### src/hdl/assert_macros.svh
// Assertion macros used by the RTL top level.
`ifndef ASSERT_MACROS_SVH
`define ASSERT_MACROS_SVH

// Check a property at every rising edge outside reset.
`define ASSERT_CLKD(label, clk, rst, prop, msg) \
  label: assert property (@(posedge clk) disable iff (rst) (prop)) else $error(msg);

// Check a property at every rising edge, reset included.
`define ASSERT_ALWAYS(label, clk, prop, msg) \
  label: assert property (@(posedge clk) (prop)) else $error(msg);

`endif

### src/hdl/qcsv_pkg.sv
// Types, constants and functions (byte step, field limit, line-break test) of the quoted CSV field splitter.
package qcsv_pkg;

  localparam int MAX_FIELDS = 64;
  localparam int CNT_W      = 7;

  localparam logic [CNT_W-1:0] FIELDS_MAX = CNT_W'(MAX_FIELDS);
  localparam logic [CNT_W-1:0] CNT_SAT    = CNT_W'(MAX_FIELDS + 1);
  localparam logic [CNT_W-1:0] CNT_ONE    = CNT_W'(1);

  localparam logic [7:0] QUOTE_BYTE = 8'h22;
  localparam logic [7:0] CR_BYTE    = 8'h0D;
  localparam logic [7:0] LF_BYTE    = 8'h0A;

  localparam logic [7:0]       DELIM_RST    = 8'd44;
  localparam logic [CNT_W-1:0] EXPECTED_RST = CNT_W'(1);

  localparam logic REG_DELIMITER = 1'b0;
  localparam logic REG_EXPECTED  = 1'b1;

  typedef enum logic [1:0] {
    KIND_BYTE    = 2'd0,
    KIND_RESTART = 2'd1,
    KIND_END     = 2'd2,
    KIND_DONE    = 2'd3
  } kind_t;

  typedef enum logic [1:0] {
    ST_OK   = 2'd0,
    ST_MANY = 2'd1,
    ST_FEW  = 2'd2
  } status_t;

  typedef struct packed {
    logic             in_quote;
    logic             field_closed;
    logic [CNT_W-1:0] counter;
  } pstate_t;

  typedef struct packed {
    kind_t            kind;
    logic [CNT_W-1:0] field_index;
    logic [7:0]       data_byte;
    status_t          status;
    logic [CNT_W-1:0] token_count;
    logic             run_last;
  } result_t;

  typedef struct packed {
    pstate_t st;
    logic    emit;
    result_t res;
  } step_t;

  // Up to three tail bytes plus line done per input word.
  typedef struct packed {
    result_t [3:0] res;
    logic [2:0]    count;
  } batch_t;

  function automatic logic [CNT_W-1:0] eff_expected(logic [CNT_W-1:0] e);
    logic [CNT_W-1:0] r;
    if (e == '0) r = CNT_ONE;
    else if (e > FIELDS_MAX) r = FIELDS_MAX;
    else r = e;
    return r;
  endfunction

  function automatic logic is_crlf(logic [7:0] b);
    return (b == CR_BYTE) || (b == LF_BYTE);
  endfunction

  function automatic step_t process_byte(pstate_t st, logic [7:0] b,
                                         logic [7:0] delim, logic [CNT_W-1:0] eff);
    step_t r;
    logic  kept;
    kept = (st.counter <= eff);
    r = '0;
    r.st = st;
    r.res.kind = KIND_BYTE;
    r.res.field_index = st.counter;
    r.res.status = ST_OK;
    if (b == QUOTE_BYTE) begin
      if (!st.in_quote) begin
        r.emit = kept;
        r.res.kind = KIND_RESTART;
        r.st.field_closed = 1'b0;
        r.st.in_quote = 1'b1;
      end else begin
        r.st.in_quote = 1'b0;
        r.st.field_closed = 1'b1;
      end
    end else if (b == delim && !st.in_quote) begin
      r.emit = kept;
      r.res.kind = KIND_END;
      r.st.field_closed = 1'b0;
      if (st.counter < CNT_SAT) r.st.counter = st.counter + CNT_ONE;
    end else begin
      r.emit = kept && !st.field_closed;
      r.res.data_byte = b;
    end
    return r;
  endfunction

endpackage

### src/hdl/qcsv_parse.sv
// Input register, per-line state and single-pass byte processing.
module qcsv_parse (
  input  logic                      clk,
  input  logic                      rst,
  input  logic                      s_tvalid,
  output logic                      s_tready,
  input  logic [7:0]                s_tdata,   // [7:0] byte_value
  input  logic                      s_tlast,   // line_last
  input  logic [7:0]                delimiter,
  input  logic [qcsv_pkg::CNT_W-1:0] expected_fields,
  input  logic                      load_ok,
  output logic                      batch_valid,
  output qcsv_pkg::batch_t          batch
);
  import qcsv_pkg::*;

  logic             pvalid;
  logic [7:0]       pbyte;
  logic             plast;
  pstate_t          st;
  logic [7:0]       held [2];
  logic [1:0]       held_count;

  logic             fire;
  logic [CNT_W-1:0] eff;
  logic [7:0]       tail [4];
  logic [1:0]       tail_n;
  pstate_t          st_next;
  batch_t           b_next;

  assign fire        = pvalid && load_ok;
  assign s_tready    = !pvalid || load_ok;
  assign batch_valid = pvalid;
  assign batch       = b_next;
  assign eff         = eff_expected(expected_fields);

  // Gather the line tail and strip up to two trailing CR/LF bytes.
  always_comb begin
    tail[0] = pbyte;
    tail[1] = '0;
    tail[2] = '0;
    tail[3] = '0;
    tail_n  = 2'd1;
    unique case (held_count)
      2'd0: begin
        tail_n = 2'd1;
      end
      2'd1: begin
        tail[0] = held[0];
        tail[1] = pbyte;
        tail_n  = 2'd2;
      end
      default: begin
        tail[0] = held[0];
        tail[1] = held[1];
        tail[2] = pbyte;
        tail_n  = 2'd3;
      end
    endcase
    if (tail_n != 2'd0 && is_crlf(tail[tail_n - 2'd1])) tail_n = tail_n - 2'd1;
    if (tail_n != 2'd0 && is_crlf(tail[tail_n - 2'd1])) tail_n = tail_n - 2'd1;
  end

  always_comb begin
    step_t            sr;
    pstate_t          s;
    logic [2:0]       k;
    logic [CNT_W-1:0] cnt;
    s      = st;
    k      = '0;
    b_next = '0;
    sr     = '0;
    cnt    = '0;
    if (plast) begin
      for (int i = 0; i < 3; i++) begin
        if (2'(i) < tail_n) begin
          sr = process_byte(s, tail[i], delimiter, eff);
          s  = sr.st;
          if (sr.emit) begin
            b_next.res[k[1:0]] = sr.res;
            k = k + 3'd1;
          end
        end
      end
      cnt = s.counter;
      b_next.res[k[1:0]].kind        = KIND_DONE;
      b_next.res[k[1:0]].field_index = cnt;
      b_next.res[k[1:0]].token_count = cnt;
      b_next.res[k[1:0]].status      = (cnt > eff) ? ST_MANY :
                                       ((cnt < eff) ? ST_FEW : ST_OK);
      k = k + 3'd1;
    end else if (held_count == 2'd2) begin
      sr = process_byte(s, held[0], delimiter, eff);
      s  = sr.st;
      if (sr.emit) begin
        b_next.res[0] = sr.res;
        k = 3'd1;
      end
    end
    if (k != 3'd0) b_next.res[2'(k - 3'd1)].run_last = 1'b1;
    b_next.count = k;
    st_next      = s;
  end

  always_ff @(posedge clk) begin
    if (rst) begin
      pvalid     <= 1'b0;
      st         <= '{in_quote: 1'b0, field_closed: 1'b0, counter: CNT_ONE};
      held_count <= '0;
    end else begin
      if (s_tvalid && s_tready) pvalid <= 1'b1;
      else if (fire) pvalid <= 1'b0;
      if (fire) begin
        if (plast) begin
          st         <= '{in_quote: 1'b0, field_closed: 1'b0, counter: CNT_ONE};
          held_count <= '0;
        end else begin
          st <= st_next;
          if (held_count != 2'd2) held_count <= held_count + 2'd1;
        end
      end
    end
  end

  // Payload: input word and held-back bytes.
  always_ff @(posedge clk) begin
    if (s_tvalid && s_tready) begin
      pbyte <= s_tdata;
      plast <= s_tlast;
    end
    if (fire && !plast) begin
      if (held_count == 2'd2) begin
        held[0] <= held[1];
        held[1] <= pbyte;
      end else if (held_count == 2'd1) begin
        held[1] <= pbyte;
      end else begin
        held[0] <= pbyte;
      end
    end
  end

endmodule

### src/hdl/qcsv_out.sv
// Result register bank that hands results out one word per cycle while m_tready is high.
module qcsv_out (
  input  logic             clk,
  input  logic             rst,
  input  logic             batch_valid,
  input  qcsv_pkg::batch_t batch,
  output logic             load_ok,
  output logic             m_tvalid,
  input  logic             m_tready,
  output logic [23:0]      m_tdata,   // [6:0] field_index, [14:7] data_byte,
                                      // [16:15] status, [23:17] token_count
  output logic [1:0]       m_tuser,   // [1:0] kind
  output logic             m_tlast    // run_last
);
  import qcsv_pkg::*;

  result_t    slot [4];
  logic [1:0] head;
  logic [2:0] cnt;
  logic       out_fire;
  logic       load;
  result_t    cur;

  assign out_fire = m_tvalid && m_tready;
  assign load_ok  = (cnt == 3'd0) || (cnt == 3'd1 && m_tready);
  assign load     = batch_valid && load_ok;
  assign cur      = slot[head];

  assign m_tvalid = (cnt != 3'd0);
  assign m_tdata  = {cur.token_count, cur.status, cur.data_byte, cur.field_index};
  assign m_tuser  = cur.kind;
  assign m_tlast  = cur.run_last;

  always_ff @(posedge clk) begin
    if (rst) begin
      head <= '0;
      cnt  <= '0;
    end else if (load) begin
      head <= '0;
      cnt  <= batch.count;
    end else if (out_fire) begin
      head <= head + 2'd1;
      cnt  <= cnt - 3'd1;
    end
  end

  always_ff @(posedge clk) begin
    if (load) begin
      for (int i = 0; i < 4; i++) slot[i] <= batch.res[i];
    end
  end

endmodule

### src/hdl/quoted_csv_field_splitter_top.sv
// Top level of the quoted CSV field splitter: configuration and submodules.
// Usage:
//   Feed one line as bytes on s_t*, s_tlast on its final byte. Results leave
//   on m_t*: m_tuser is the kind (content, restart field, field end, line
//   done) and m_tlast closes the run of results caused by one input word.
//   Delimiter (index 0) and expected field count (index 1) are written on
//   the cfg_* channel, which is always ready; write them only while idle.
// Timing:
//   An accepted word sits in the input register until the result bank
//   takes its results, which are then registered there. Two bytes are
//   held back, so a content byte appears on the output two words after
//   it came in. Non-final words give at most one result and flow at one
//   word per cycle while m_tready stays high. A final word gives up to
//   four results, which leave through the single output port one per
//   cycle while m_tready is high.
// Reset: rst (synchronous) empties both registers, clears the line state and
//   restores delimiter 44 and expected count 1.
// Stall: with m_tready low the results hold; the input register still takes
//   one word, then s_tready drops until the result bank frees.
`include "assert_macros.svh"

module quoted_csv_field_splitter_top (
  input  logic                       clk,
  input  logic                       rst,
  input  logic                       s_tvalid,
  output logic                       s_tready,
  input  logic [7:0]                 s_tdata,   // [7:0] byte_value
  input  logic                       s_tlast,   // line_last
  output logic                       m_tvalid,
  input  logic                       m_tready,
  output logic [23:0]                m_tdata,   // [6:0] field_index, [14:7] data_byte,
                                                // [16:15] status, [23:17] token_count
  output logic [1:0]                 m_tuser,   // [1:0] kind
  output logic                       m_tlast,   // run_last
  input  logic                       cfg_valid,
  output logic                       cfg_ready,
  input  logic                       cfg_index,
  input  logic [7:0]                 cfg_data
);
  import qcsv_pkg::*;

  logic [7:0]       delimiter;
  logic [CNT_W-1:0] expected_fields;
  logic             load_ok;
  logic             batch_valid;
  batch_t           batch;

  assign cfg_ready = 1'b1;

  always_ff @(posedge clk) begin
    if (rst) begin
      delimiter       <= DELIM_RST;
      expected_fields <= EXPECTED_RST;
    end else if (cfg_valid && cfg_ready) begin
      unique case (cfg_index)
        REG_DELIMITER: delimiter       <= cfg_data;
        REG_EXPECTED:  expected_fields <= cfg_data[CNT_W-1:0];
        default:       delimiter       <= delimiter;
      endcase
    end
  end

  qcsv_parse u_parse (
    .clk             (clk),
    .rst             (rst),
    .s_tvalid        (s_tvalid),
    .s_tready        (s_tready),
    .s_tdata         (s_tdata),
    .s_tlast         (s_tlast),
    .delimiter       (delimiter),
    .expected_fields (expected_fields),
    .load_ok         (load_ok),
    .batch_valid     (batch_valid),
    .batch           (batch)
  );

  qcsv_out u_out (
    .clk         (clk),
    .rst         (rst),
    .batch_valid (batch_valid),
    .batch       (batch),
    .load_ok     (load_ok),
    .m_tvalid    (m_tvalid),
    .m_tready    (m_tready),
    .m_tdata     (m_tdata),
    .m_tuser     (m_tuser),
    .m_tlast     (m_tlast)
  );

  `ASSERT_CLKD(a_done_ends_run, clk, rst, (m_tvalid && m_tuser == KIND_DONE) |-> m_tlast, "line done not last of run")
  `ASSERT_CLKD(a_data_zero, clk, rst, (m_tvalid && m_tuser != KIND_BYTE) |-> (m_tdata[14:7] == 8'd0), "data byte set on non-content result")
  `ASSERT_CLKD(a_done_count, clk, rst, (m_tvalid && m_tuser == KIND_DONE) |-> (m_tdata[23:17] == m_tdata[6:0] && m_tdata[6:0] != 7'd0 && m_tdata[6:0] <= CNT_SAT), "bad field count on line done")
  `ASSERT_ALWAYS(a_reset_empty, clk, $past(rst) |-> !m_tvalid, "output valid straight after reset")

endmodule

### config.mk
export PLATFORM = sky130hd
export DESIGN_NAME = quoted_csv_field_splitter_top
export DESIGN_NICKNAME = d
export VERILOG_FILES = /design/src/hdl/qcsv_pkg.sv /design/src/hdl/qcsv_parse.sv /design/src/hdl/qcsv_out.sv /design/src/hdl/quoted_csv_field_splitter_top.sv
export VERILOG_INCLUDE_DIRS = /design/src /design/src/hdl
export SDC_FILE = /design/constraint.sdc
export NUM_CORES = 1
export LEC_CHECK = 0
export BUFFER_PORTS_ARGS = -buffer_cell sky130_fd_sc_hd__buf_4
export CORE_ASPECT_RATIO = 0.75
export CORE_MARGIN = 2
export CORE_UTILIZATION = 51
export CTS_BUF_LIST = sky130_fd_sc_hd__clkbuf_4 sky130_fd_sc_hd__clkbuf_8
export CTS_CLUSTER_DIAMETER = 30
export DETAILED_ROUTE_END_ITERATION = 16
export GPL_ROUTABILITY_DRIVEN = 0
export PLACE_DENSITY = 0.72
export SLEW_MARGIN = 20
export SYNTH_ARGS = -nofsm -noshare
export SYNTH_HDL_FRONTEND = slang
export SYNTH_SLANG_ARGS = --single-unit
export TNS_END_PERCENT = 10
### constraint.sdc
create_clock -name clk -period 11.3 [get_ports clk]
set_input_delay 2.26 -clock clk [delete_from_list [all_inputs] [get_ports clk]]
set_output_delay 2.26 -clock clk [all_outputs]
set_load 0.1 [all_outputs]
==> summary.md <==
| Metric | Value |
|---|---|
| Setup_tns | 0 ps |
| IO Count | 53 |
| DRT Pass-1 Iters | 5 |
| Post-synth net total | 1240 |
| Starting Density | 52.3% |
| CTS Root Cell | clkbuf_8 |
| Setup bufs post-CTS | 0 |
| DIE WIDTH | 178 um |
| Height of the die | 135 um |
| Antenna Nets Post-Route | 0 |
| Initial DRC Count | 1164 |
| Fraction of layout cells with a size suffix above 1 | 16.4% |
| Clock Path Buffers | 2 |
| Most frequent cells in the layout | edfxtp_1, nor2_1, nand2_1 |
| Worst-path clk slew | 120 ps |
| Vias per cell | 6.47 |
| Worst-Margin Slew | 1130 ps |
| Placed insts | 1432 |
| Crit path max fanout | 36 |
| Fin. Hold Viols | 0 |
| CP arrival | 10720 ps |
| Status | finished clean |
| Final WS setup | 881 ps |
| DP Wirelength | 23700 um |
| Final min period | 10420 ps |
| CTS sink count | 167 |
| Remaining routing DRC violations | 0 |
| Synth unique cells | 105 |
| Remaining global-route overflow | 0 |
| Area of the multi-input gates | 6380 um2 |
| Worst setup EP type | flop |
| Syn avg cell area | 9.97 um2 |
| Gr usage total | 27.5% |
| Slack of the worst reg-to-reg path | 880 ps |
| EDFF count, synth | 133 |
| Final Max Slew Viols | 0 |
| Max_cap viols | 0 |
| Required @ worst endpoint | 11600 ps |
| Post-layout util | 56.0% |
| WL/cell | 22.2 um |
| Crit path largest cell delay | 600 ps |
| Global-route wire length before repair | 50000 um |
| Row count | 47 |
| Fill cells | 1968 |
| Total die area | 24000 um2 |
| RSZ-0062 raised after global routing | no |
| Cell count after synthesis | 1165 |
| Static Leak | 0.00440 uW |
| Final WL | 32500 um |
| Type of the worst min-delay path | reg2reg |
| Core area | 22200 um2 |
| Register Area | 4680 um2 |
| Worst setup SP type | flop |
| Vias | 9477 |
| Worst IR Drop VDD | 0.000132 V |
| Pwr/cell area | 212 nW/um2 |
| Commonest non-fill, non-tap cell in the layout | edfxtp_1 |
| Setup CP Type | reg2reg |
| Fin cells | 1464 |
| Diodes inserted | 0 |
| Most used DFF post-synth | edfxtp_1 |
| Pre-CTS setup slack | 912 ps |
| Period utilization | 92.2% |
| Slew HR | 23.9% |
| TritonCTS clock tree | done |
| FFs w/ async S/R, synth | 0% |
| Layout Nets | 1232 |
| Initial antenna violation count | 0 |
| Synth Register Bits | 167 |
| Clk_skew | 21.3 ps |
| Post-synthesis sequential area ratio | 40.2% |
| Vias in the first global route | 8631 |
| H-tree depth | 4 |
| Post-Syn Area | 11600 um2 |
| CP max-delay cell | xnor2_1 |
| IO buf count | 51 |
| Largest net degree at the start of global routing | 69 |
| Yosys warns | 0 |
| Clk_lat worst skew | 490 ps |
| Fmax | 96.0 MHz |
| Synth-to-layout area growth | 7.24% |
| Final setup violation count | 0 |
| CTS buffer count | 17 |
==> routing by layer <==
| layer | vias to the layer above | global-route usage, % | wire length, um | part of all wire (%) |
|---|---|---|---|---|
| met5 | - | 0 | 0 | 0 |
| met2 | 537 | 37.3 | 13100 | 40 |
| met4 | 0 | 5.96 | 426 | 1.3 |
| met3 | 44 | 7.46 | 4120 | 13 |
| li1 | 4351 | - | - | - |
| met1 | 4545 | 43.3 | 14800 | 46 |
==> cells in the mapped netlist, types with 12 or more instances <==
library cell  count  area share [%]
a21oi_1          57             2.5
a22o_1           17             1.3
a22oi_1          14            0.90
buf_2            18            0.78
clkbuf_1         52             1.7
dfxtp_1          34             5.9
edfxtp_1        133              34
ha_1             52             5.6
inv_1            44             1.4
mux4_2           27             5.2
nand2_1         103             3.3
nand3_1          49             2.1
nand4_1          23             1.2
nor2_1          115             3.7
nor2b_1          13            0.70
nor3_1           20            0.86
o21a_1           16             1.0
o21ai_0          46             2.0
o22ai_1          24             1.3
or2_2            12            0.65
xnor2_1          31             2.3
==> timing repair <==
| action | 4_1_cts | 5_1_grt |
|---|---|---|
| setup endpoints to repair | 0 | 39 |
| gates resized for setup | 0 | 1 |
| hold buffers | 0 | 0 |
| endpoints found under the hold margin | 0 | 0 |
==> report_power, final <==
part           internal (uW)  leakage (uW)  total (uW)  switching (uW)
clock network            168      0.000198         449             280
registers                818       0.00155         902            84.3
logic                    381       0.00266        1280             904
==> worst paths after layout <==
path	start	endpoint	cells past startpoint
min	expected_fields[4]	expected_fields[4]	2
max reg2reg	u_parse.held_count[1]	u_out.slot[0][21]	35
min reg2reg	expected_fields[4]	expected_fields[4]	2
max	u_parse.held_count[1]	u_out.slot[0][21]	35
==> state kept, by name, summed over array words and instances (netlist names), named ones only <==
| signal | cells |
|---|---|
| delimiter | 8 |
| expected_fields | 7 |
| u_out.cnt | 3 |
| u_out.head | 2 |
| u_out.slot | 108 |
| u_parse.batch_valid | 1 |
| u_parse.held | 16 |
| u_parse.held_count | 2 |
| u_parse.pbyte | 8 |
| u_parse.plast | 1 |
| u_parse.st | 9 |
==> kinds of logic after synthesis <==
kind of cell	Yosys count	share of synthesized area (%)
AO/OA/AOI/OAI	290	18.7
XOR/XNOR	49	4.52
adder cells (fa/ha/maj)	52	5.60
buffers and inverters	133	4.89
flip-flops	167	40.2
multiplexers	49	7.37
other	1	0.0323
AND/OR/NAND/NOR	424	18.6
==> critical path: cells and delay by family, from the launching register on <==
kind | cells | cell delay [ps]
DFF | 1 | 340
adders and majority gates | 6 | 2330
AOI/OAI and AO/OA | 13 | 3620
and+or+nand+nor | 7 | 1810
buffers and inverters | 7 | 1130
xor gates and xnor gates | 2 | 990
==> through the flow <==
step	instance area, um2	total power (uW)	hold WS (ps)
final	12500	2630	483
after floorplan	11600	1920	421
after CTS	12400	2620	487
after detailed placement	12000	2180	473
after global routing	12500	2750	507
after global placement	12000	2170	461
==> final cells by class <==
class / instances / area share [%]
Inverter: 47 / 1.44
Sequential cell: 167 / 37.5
Timing Repair Buffer: 59 / 3.56
Clock buffer: 17 / 1.88
Multi-Input combinational cell: 865 / 51.2
Clock inverter: 15 / 1.42
Tap cell: 294 / 2.95
(Power assumes the default switching activity.)
